**config.mk**
```make
export PLATFORM = sky130hd
export DESIGN_NAME = ps2_mouse_packet_decoder
export DESIGN_NICKNAME = d
export VERILOG_FILES = /design/src/hw/rtl/ps2mpd_pkg.sv /design/src/hw/rtl/ps2_mouse_packet_decoder.sv /design/src/hw/rtl/ps2mpd_front.sv /design/src/hw/rtl/ps2mpd_queue.sv /design/src/hw/rtl/ps2mpd_back.sv
export VERILOG_INCLUDE_DIRS = /design/src /design/src/hw/rtl
export SDC_FILE = /design/constraint.sdc
export NUM_CORES = 1
export LEC_CHECK = 0
export BUFFER_PORTS_ARGS = -buffer_cell sky130_fd_sc_hd__buf_2
export CAP_MARGIN = 20
export CELL_PAD_IN_SITES_DETAIL_PLACEMENT = 0
export CELL_PAD_IN_SITES_GLOBAL_PLACEMENT = 1
export CORE_UTILIZATION = 45
export CTS_CLUSTER_SIZE = 28
export DETAILED_ROUTE_END_ITERATION = 10
export HOLD_SLACK_MARGIN = 0.03
export PLACE_DENSITY = 0.73
export SLEW_MARGIN = 20
export SYNTH_ARGS = -nofsm -noshare
export SYNTH_HDL_FRONTEND = slang
export SYNTH_SLANG_ARGS = --single-unit
```
**constraint.sdc**
```tcl
create_clock -name clk -period 5.25 [get_ports clk]
set_input_delay 1.05 -clock clk [delete_from_list [all_inputs] [get_ports clk]]
set_output_delay 1.05 -clock clk [all_outputs]
set_load 0.05 [all_outputs]
```
**src/hw/rtl/ps2_mouse_packet_decoder_macros.svh**
```systemverilog
// ----------------------------------------------------------------------------
// PS/2 mouse packet decoder assertion macros
// Shared concurrent assertion forms, clocked on clk, off during reset.
// ----------------------------------------------------------------------------
`ifndef PS2_MOUSE_PACKET_DECODER_MACROS_SVH
`define PS2_MOUSE_PACKET_DECODER_MACROS_SVH

// same-cycle implication
`define PS2MPD_ASSERT_IMPL(label, ante, cons) \
  label: assert property (@(posedge clk) disable iff (!rst_n) (ante) |-> (cons)) \
    else $error("ps2mpd assertion failed");

// next-cycle implication
`define PS2MPD_ASSERT_NEXT(label, ante, cons) \
  label: assert property (@(posedge clk) disable iff (!rst_n) (ante) |=> (cons)) \
    else $error("ps2mpd assertion failed");

`endif

```
**src/hw/rtl/ps2mpd_pkg.sv**
```systemverilog
// ----------------------------------------------------------------------------
// PS/2 mouse packet decoder package
// Event codes, status bit positions and the packet descriptor type.
// ----------------------------------------------------------------------------
`default_nettype none

package ps2mpd_pkg;

  localparam logic [1:0] KIND_MOVE    = 2'd0;
  localparam logic [1:0] KIND_PRESS   = 2'd1;
  localparam logic [1:0] KIND_RELEASE = 2'd2;

  localparam int STAT_READY_BIT = 0;
  localparam int STAT_AUX_BIT   = 5;

  localparam logic [1:0] POS_LAST = 2'd2;

  localparam int QUEUE_DEPTH_DEF = 2;

  typedef struct packed {
    logic              move;
    logic signed [8:0] dx;
    logic signed [9:0] dy;
    logic [2:0]        chg;
    logic [2:0]        now;
  } desc_t;

  typedef struct packed {
    logic full;
    logic empty;
  } q_stat_t;

endpackage

`default_nettype wire

```
**src/hw/rtl/ps2_mouse_packet_decoder.sv**
```systemverilog
// ----------------------------------------------------------------------------
// PS/2 mouse packet decoder
// Turns controller status/data words into movement and button events.
// ----------------------------------------------------------------------------
// The input side takes one word per cycle while in_stall is low; a word counts
// only when status bits 0 and 5 are both set. The third counted byte of a
// packet that moves or changes a button places one packet descriptor in a
// QUEUE_DEPTH-entry queue, and in_stall is high only while that queue is full.
// The event sequencer drains the queue and emits up to four events per packet
// (movement, then buttons left, right, middle) through a registered output,
// one per cycle unless out_stall holds it, out_last_event marking the final one.
// ----------------------------------------------------------------------------
`default_nettype none

module ps2_mouse_packet_decoder
  import ps2mpd_pkg::*;
#(
  parameter int QUEUE_DEPTH = QUEUE_DEPTH_DEF
) (
  input  wire logic         clk,
  input  wire logic         rst_n,
  input  wire logic         in_valid,
  output logic              in_stall,
  input  wire logic [7:0]   in_status_byte,
  input  wire logic [7:0]   in_data_byte,
  output logic              out_valid,
  input  wire logic         out_stall,
  output logic [1:0]        out_event_kind,
  output logic signed [8:0] out_delta_x,
  output logic signed [9:0] out_delta_y,
  output logic [1:0]        out_button_index,
  output logic              out_last_event
);

  q_stat_t q_stat;
  desc_t   push_desc, pop_desc;
  logic    push, pop;

  ps2mpd_front u_front (
    .clk            (clk),
    .rst_n          (rst_n),
    .in_valid       (in_valid),
    .in_stall       (in_stall),
    .in_status_byte (in_status_byte),
    .in_data_byte   (in_data_byte),
    .q_stat         (q_stat),
    .push           (push),
    .push_desc      (push_desc)
  );

  ps2mpd_queue #(
    .DEPTH (QUEUE_DEPTH)
  ) u_queue (
    .clk       (clk),
    .rst_n     (rst_n),
    .push      (push),
    .push_desc (push_desc),
    .pop       (pop),
    .pop_desc  (pop_desc),
    .q_stat    (q_stat)
  );

  ps2mpd_back u_back (
    .clk              (clk),
    .rst_n            (rst_n),
    .q_stat           (q_stat),
    .pop_desc         (pop_desc),
    .pop              (pop),
    .out_valid        (out_valid),
    .out_stall        (out_stall),
    .out_event_kind   (out_event_kind),
    .out_delta_x      (out_delta_x),
    .out_delta_y      (out_delta_y),
    .out_button_index (out_button_index),
    .out_last_event   (out_last_event)
  );

endmodule

`default_nettype wire

```
**src/hw/rtl/ps2mpd_front.sv**
```systemverilog
// ----------------------------------------------------------------------------
// PS/2 mouse packet decoder front end
// Filters controller words, assembles three-byte packets, queues descriptors.
// ----------------------------------------------------------------------------
`default_nettype none
`include "ps2_mouse_packet_decoder_macros.svh"

module ps2mpd_front
  import ps2mpd_pkg::*;
(
  input  wire logic       clk,
  input  wire logic       rst_n,
  input  wire logic       in_valid,
  output logic            in_stall,
  input  wire logic [7:0] in_status_byte,
  input  wire logic [7:0] in_data_byte,
  input  wire q_stat_t    q_stat,
  output logic            push,
  output desc_t           push_desc
);

  logic [1:0] pos_r, pos_nxt;
  logic [2:0] btn_r, btn_nxt;
  logic [7:0] byte0_r, byte1_r;
  logic       take;
  logic       last;
  logic signed [9:0] y_raw;

  assign in_stall = q_stat.full;
  assign take = in_valid && !in_stall && in_status_byte[STAT_READY_BIT]
                && in_status_byte[STAT_AUX_BIT];
  assign last = take && (pos_r == POS_LAST);

  always_comb begin
    y_raw = {{2{byte0_r[5]}}, in_data_byte};
    push_desc.move = (byte1_r != 8'd0) || (in_data_byte != 8'd0);
    push_desc.dx   = {byte0_r[4], byte1_r};
    push_desc.dy   = -y_raw;
    push_desc.chg  = byte0_r[2:0] ^ btn_r;
    push_desc.now  = byte0_r[2:0];
    push = last && (push_desc.move || (push_desc.chg != 3'd0));
  end

  always_comb begin
    pos_nxt = pos_r;
    btn_nxt = btn_r;
    if (take) begin
      if (last) begin
        pos_nxt = 2'd0;
        btn_nxt = byte0_r[2:0];
      end else begin
        pos_nxt = pos_r + 2'd1;
      end
    end
  end

  always_ff @(posedge clk) begin
    if (!rst_n) begin
      pos_r <= 2'd0;
      btn_r <= 3'd0;
    end else begin
      pos_r <= pos_nxt;
      btn_r <= btn_nxt;
    end
  end

  always_ff @(posedge clk) begin
    if (take && pos_r == 2'd0) byte0_r <= in_data_byte;
    if (take && pos_r == 2'd1) byte1_r <= in_data_byte;
  end

  `PS2MPD_ASSERT_IMPL(a_pos_range, 1'b1, pos_r != 2'd3)

endmodule

`default_nettype wire

```
**src/hw/rtl/ps2mpd_queue.sv**
```systemverilog
// ----------------------------------------------------------------------------
// PS/2 mouse packet decoder descriptor queue
// Short register FIFO between front end and event sequencer.
// ----------------------------------------------------------------------------
`default_nettype none
`include "ps2_mouse_packet_decoder_macros.svh"

module ps2mpd_queue
  import ps2mpd_pkg::*;
#(
  parameter int DEPTH = QUEUE_DEPTH_DEF
) (
  input  wire logic  clk,
  input  wire logic  rst_n,
  input  wire logic  push,
  input  wire desc_t push_desc,
  input  wire logic  pop,
  output desc_t      pop_desc,
  output q_stat_t    q_stat
);

  localparam int PW = $clog2(DEPTH);
  localparam int CW = $clog2(DEPTH + 1);

  desc_t         mem_r [DEPTH];
  logic [PW-1:0] wr_ptr_r, wr_ptr_nxt;
  logic [PW-1:0] rd_ptr_r, rd_ptr_nxt;
  logic [CW-1:0] count_r, count_nxt;

  assign pop_desc     = mem_r[rd_ptr_r];
  assign q_stat.full  = (count_r == CW'(DEPTH));
  assign q_stat.empty = (count_r == '0);

  always_comb begin
    wr_ptr_nxt = wr_ptr_r;
    rd_ptr_nxt = rd_ptr_r;
    count_nxt  = count_r;
    if (push) begin
      wr_ptr_nxt = (wr_ptr_r == PW'(DEPTH - 1)) ? '0 : wr_ptr_r + PW'(1);
    end
    if (pop) begin
      rd_ptr_nxt = (rd_ptr_r == PW'(DEPTH - 1)) ? '0 : rd_ptr_r + PW'(1);
    end
    if (push && !pop) count_nxt = count_r + CW'(1);
    if (pop && !push) count_nxt = count_r - CW'(1);
  end

  always_ff @(posedge clk) begin
    if (!rst_n) begin
      wr_ptr_r <= '0;
      rd_ptr_r <= '0;
      count_r  <= '0;
    end else begin
      wr_ptr_r <= wr_ptr_nxt;
      rd_ptr_r <= rd_ptr_nxt;
      count_r  <= count_nxt;
    end
  end

  always_ff @(posedge clk) begin
    if (push) mem_r[wr_ptr_r] <= push_desc;
  end

  `PS2MPD_ASSERT_IMPL(a_count_bound, 1'b1, count_r <= CW'(DEPTH))
  `PS2MPD_ASSERT_IMPL(a_no_overflow, push && q_stat.full, pop)
  `PS2MPD_ASSERT_IMPL(a_no_underflow, pop, !q_stat.empty)

endmodule

`default_nettype wire

```
**src/hw/rtl/ps2mpd_back.sv**
```systemverilog
// ----------------------------------------------------------------------------
// PS/2 mouse packet decoder event sequencer
// Expands descriptors into move and button events, one a cycle unless stalled.
// ----------------------------------------------------------------------------
`default_nettype none
`include "ps2_mouse_packet_decoder_macros.svh"

module ps2mpd_back
  import ps2mpd_pkg::*;
(
  input  wire logic         clk,
  input  wire logic         rst_n,
  input  wire q_stat_t      q_stat,
  input  wire desc_t        pop_desc,
  output logic              pop,
  output logic              out_valid,
  input  wire logic         out_stall,
  output logic [1:0]        out_event_kind,
  output logic signed [8:0] out_delta_x,
  output logic signed [9:0] out_delta_y,
  output logic [1:0]        out_button_index,
  output logic              out_last_event
);

  logic [3:0] pend_r, pend_nxt;
  desc_t      cur_r;
  logic       out_valid_r;
  logic [1:0] kind_r, kind_nxt;
  logic signed [8:0] dx_r, dx_nxt;
  logic signed [9:0] dy_r, dy_nxt;
  logic [1:0] btn_r, btn_nxt;
  logic       last_r;
  logic       adv, emit;
  logic [3:0] low, rest;

  assign adv  = !out_valid_r || !out_stall;
  assign emit = adv && (pend_r != 4'd0);
  assign low  = pend_r & (~pend_r + 4'd1);
  assign rest = emit ? (pend_r & ~low) : pend_r;
  assign pop  = (rest == 4'd0) && !q_stat.empty;
  assign pend_nxt = pop ? {pop_desc.chg, pop_desc.move} : rest;

  always_comb begin
    kind_nxt = KIND_MOVE;
    dx_nxt   = '0;
    dy_nxt   = '0;
    btn_nxt  = 2'd0;
    priority if (pend_r[0]) begin
      dx_nxt = cur_r.dx;
      dy_nxt = cur_r.dy;
    end else if (pend_r[1]) begin
      kind_nxt = cur_r.now[0] ? KIND_PRESS : KIND_RELEASE;
      btn_nxt  = 2'd0;
    end else if (pend_r[2]) begin
      kind_nxt = cur_r.now[1] ? KIND_PRESS : KIND_RELEASE;
      btn_nxt  = 2'd1;
    end else begin
      kind_nxt = cur_r.now[2] ? KIND_PRESS : KIND_RELEASE;
      btn_nxt  = 2'd2;
    end
  end

  always_ff @(posedge clk) begin
    if (!rst_n) begin
      pend_r      <= 4'd0;
      out_valid_r <= 1'b0;
    end else begin
      pend_r <= pend_nxt;
      if (adv) out_valid_r <= emit;
    end
  end

  always_ff @(posedge clk) begin
    if (pop) cur_r <= pop_desc;
    if (emit) begin
      kind_r <= kind_nxt;
      dx_r   <= dx_nxt;
      dy_r   <= dy_nxt;
      btn_r  <= btn_nxt;
      last_r <= (pend_r & ~low) == 4'd0;
    end
  end

  assign out_valid        = out_valid_r;
  assign out_event_kind   = kind_r;
  assign out_delta_x      = dx_r;
  assign out_delta_y      = dy_r;
  assign out_button_index = btn_r;
  assign out_last_event   = last_r;

  `PS2MPD_ASSERT_NEXT(a_load_nonquiet, pop, pend_r != 4'd0)

endmodule

`default_nettype wire

```
==> flow_summary.json <==
{
  "synth_area_sq_mm": 0.004762,
  "crit_required_ns": 5.47,
  "hold_violations": 0,
  "peakVddDrop_v": 0.0002321,
  "track_usage_pct": 13.47,
  "slowest_stage": "nor3b_1",
  "status": "completed",
  "start_util_pct": 46.34,
  "nFillCells": 828,
  "yosys_warnings": 0,
  "drv_slew": 0,
  "synth-seq-cells": 126,
  "synthFlopType": "edfxtp_1",
  "drive_gt1_share_pct": 31.95,
  "worst_setup_path_start_kind": "input port",
  "powerDensity_mw_per_mm2": 414.7,
  "grt_pass1_wl_mm": 10.91,
  "rows": 37,
  "gp_congestion": 0.7081,
  "setup_violations": 0,
  "dp_hpwl_mm": 4.366,
  "grt_max_degree": 34,
  "power.total_mw": 2.376,
  "dr.first_iter.drc_count": 83,
  "fmax_ghz": 0.3473,
  "die-area_sq_mm": 0.01100,
  "worst-setup-path-type": "in2reg",
  "syn_avg_cell_area_sq_um": 17.44,
  "cts.path.max_buffers": 2,
  "seq_area_frac_synth_pct": 76.30,
  "skew_ns": 0.007683,
  "coreArea_sq_mm": 0.01028,
  "critPathTopFamily": "simple AND/OR/NAND/NOR gates",
  "slew_headroom_pct": 40.03,
  "p_comb_share_pct": 3.8,
  "grt_pass1_vias": 2233,
  "routed_wl_mm": 6.794,
  "synth_edf_count": 111,
  "crit_fanout": 26,
  "drv_cap": 0,
  "ys_types": 42,
  "h-tree-depth": 4,
  "grt_setup_unrepaired": "no",
  "vias": 2265,
  "cp.arrival_ns": 3.10,
  "antenna_left": 0,
  "nets": 346,
  "areaGrowthSynthToFinish_pct": 20.28,
  "postCtsHoldBufs": 0,
  "route.detailed.wl_per_inst_microns": 14.33,
  "netlist_instances": 273,
  "root_buffer": "clkbuf_8",
  "drcViolationCount": 0,
  "period_minus_slack_ns": 2.879,
  "cpPeakStageDelay_ns": 0.47,
  "diodes": 0,
  "die_y_microns": 104.9,
  "first_pass_iters": 6,
  "antenna_found_initial": 0,
  "leakagePower_nw": 1.979,
  "power_frac_seq_pct": 46.9,
  "post-cts-setup-buffers": 0,
  "min-delay-path-class": "reg2reg",
  "end_kind": "register",
  "cts_resized": 0,
  "path_buf_inv": 3,
  "worstSkewPairLatency_ns": 0.50,
  "final_common_cell": "edfxtp_1",
  "power_frac_clock_pct": 49.3,
  "gr-total-overflow": 0,
  "routed_via_density": 4.778,
  "fin_crit_sh_pct": 54.84,
  "switchingPower_mw": 0.4668,
  "clk_pin_slew_ns": 0.06,
  "final_cell_mix": "edfxtp_1, buf_2, mux2_2",
  "switching_share_pct": 19.65,
  "syn_nets": 294,
  "portBuffers": 39,
  "cts_tree": "done",
  "async_flop_share_pct": 0,
  "cts.sinks": 126,
  "pin_count": 46,
  "die_w_microns": 104.9,
  "intPower_mw": 1.909,
  "numCtsBuffers": 17,
  "finalSetupTns_ns": 0,
  "cp_cell_sequence": "buf_2 -> inv_1 -> ha_1 -> nor3b_1 -> nand4_1 -> o41a_1 -> and2_1 -> buf_4",
  "tightestPinTransition_ns": 0.8983
}
==> through the flow <==
stage / cells / util (%) / area, sq um / setup WS, ns / hold WS, ns
finish: 474 / 55.73 / 5728 / 2.371 / 0.4556
global route: 474 / 55.73 / 5728 / 2.201 / 0.4786
CTS: 473 / 55.62 / 5717 / 2.358 / 0.4606
detailed placement: 441 / 49.68 / 5106 / 1.847 / 0.4470
global placement: 441 / 49.68 / 5106 / 1.868 / 0.4238
floorplan: 273 / - / 4762 / 1.776 / 0.4215
==> synth_stat cells, types with 2 or more instances <==
cell / count / share of area, %
nor2_1: 8 / 0.63
nor3b_1: 2 / 0.32
o31ai_1: 3 / 0.47
buf_1: 3 / 0.24
mux2_2: 24 / 5.7
inv_1: 3 / 0.24
and2_1: 23 / 3.0
or2_2: 2 / 0.26
clkbuf_1: 5 / 0.39
a21oi_1: 4 / 0.42
edfxtp_1: 111 / 70
a21boi_0: 3 / 0.47
xnor2_1: 3 / 0.55
nor3_1: 4 / 0.42
nor2b_1: 11 / 1.4
nor4_1: 5 / 0.66
xor2_1: 7 / 1.3
nand2_1: 9 / 0.71
dfxtp_1: 15 / 6.3
mux2i_1: 6 / 1.3
==> power groups by stage <==
stage	clock network (mW)	registers (mW)	logic [mW]
floorplan	0	1.15	0.0489
global placement	0	1.13	0.0891
detailed placement	0	1.14	0.0900
CTS	1.19	1.11	0.0909
global route	1.23	1.12	0.0979
finish	1.17	1.11	0.0909
==> path summary, 6_finish.rpt <==
path | start | to | slack, ns | cells past startpoint
worst max register to register | u_back.pend_r[0] | u_queue.count_r[0] | 2.98 | 5
worst max-delay path | in_data_byte[0] | u_queue.mem_r[1][19] | 2.37 | 8
worst min-delay path | u_front.byte0_r[4] | u_queue.mem_r[0][24] | 0.46 | 0
worst min register to register | u_front.byte0_r[4] | u_queue.mem_r[0][24] | 0.46 | 0
==> state kept, by name (all words and copies together) (netlist names), 2 cells and up, named ones only <==
signal	count
u_back.pend_r	4
u_front.byte0_r	5
u_back.cur_r	22
u_queue.mem_r	52
u_queue.count_r	2
u_front.btn_r	3
u_front.pos_r	2
u_front.byte1_r	8
u_back.out_event_kind	2
u_back.out_delta_y	10
u_back.out_delta_x	9
u_back.out_button_index	2
==> layer usage <==
layer | GRT usage, % | part of all wire (%) | vias to the layer above | routed length (microns)
met3 | 4.616 | 3.7 | 10 | 253
met5 | 0 | 0 | - | 0
met2 | 20.29 | 46 | 53 | 3121
li1 | - | - | 1136 | -
met1 | 17.27 | 48 | 1066 | 3290
met4 | 7.042 | 1.9 | 0 | 128
==> cells by family after synthesis <==
logic type	count (synthesis)	synth area share, %
mux	30	6.936
xor+xnor	11	2.312
flops	126	76.30
buf+inv	13	1.261
simple gates	70	8.644
fa+ha+maj	2	0.4992
compound gates	21	4.046
==> area by class of cell <==
| cell class | instances | area, sq um | area share (%) |
|---|---|---|---|
| sequential | 126 | 3633 | 63.43 |
| multi-input combinational | 134 | 1074 | 18.74 |
| clock buffer | 17 | 414.1 | 7.230 |
| timing repair buffer | 43 | 229.0 | 3.997 |
| clock inverter | 15 | 196.4 | 3.429 |
| tap | 136 | 170.2 | 2.971 |
| inverter | 3 | 11.26 | 0.1966 |
==> worst register-to-register path: stages (launching register included) <==
cell,delay (ns)
dfxtp_1,0.60
and2_2,0.35
a2111oi_4,0.36
o22a_4,0.42
xnor3_1,0.38
nor2b_1,0.10
Power figures use the tool's default switching activity.
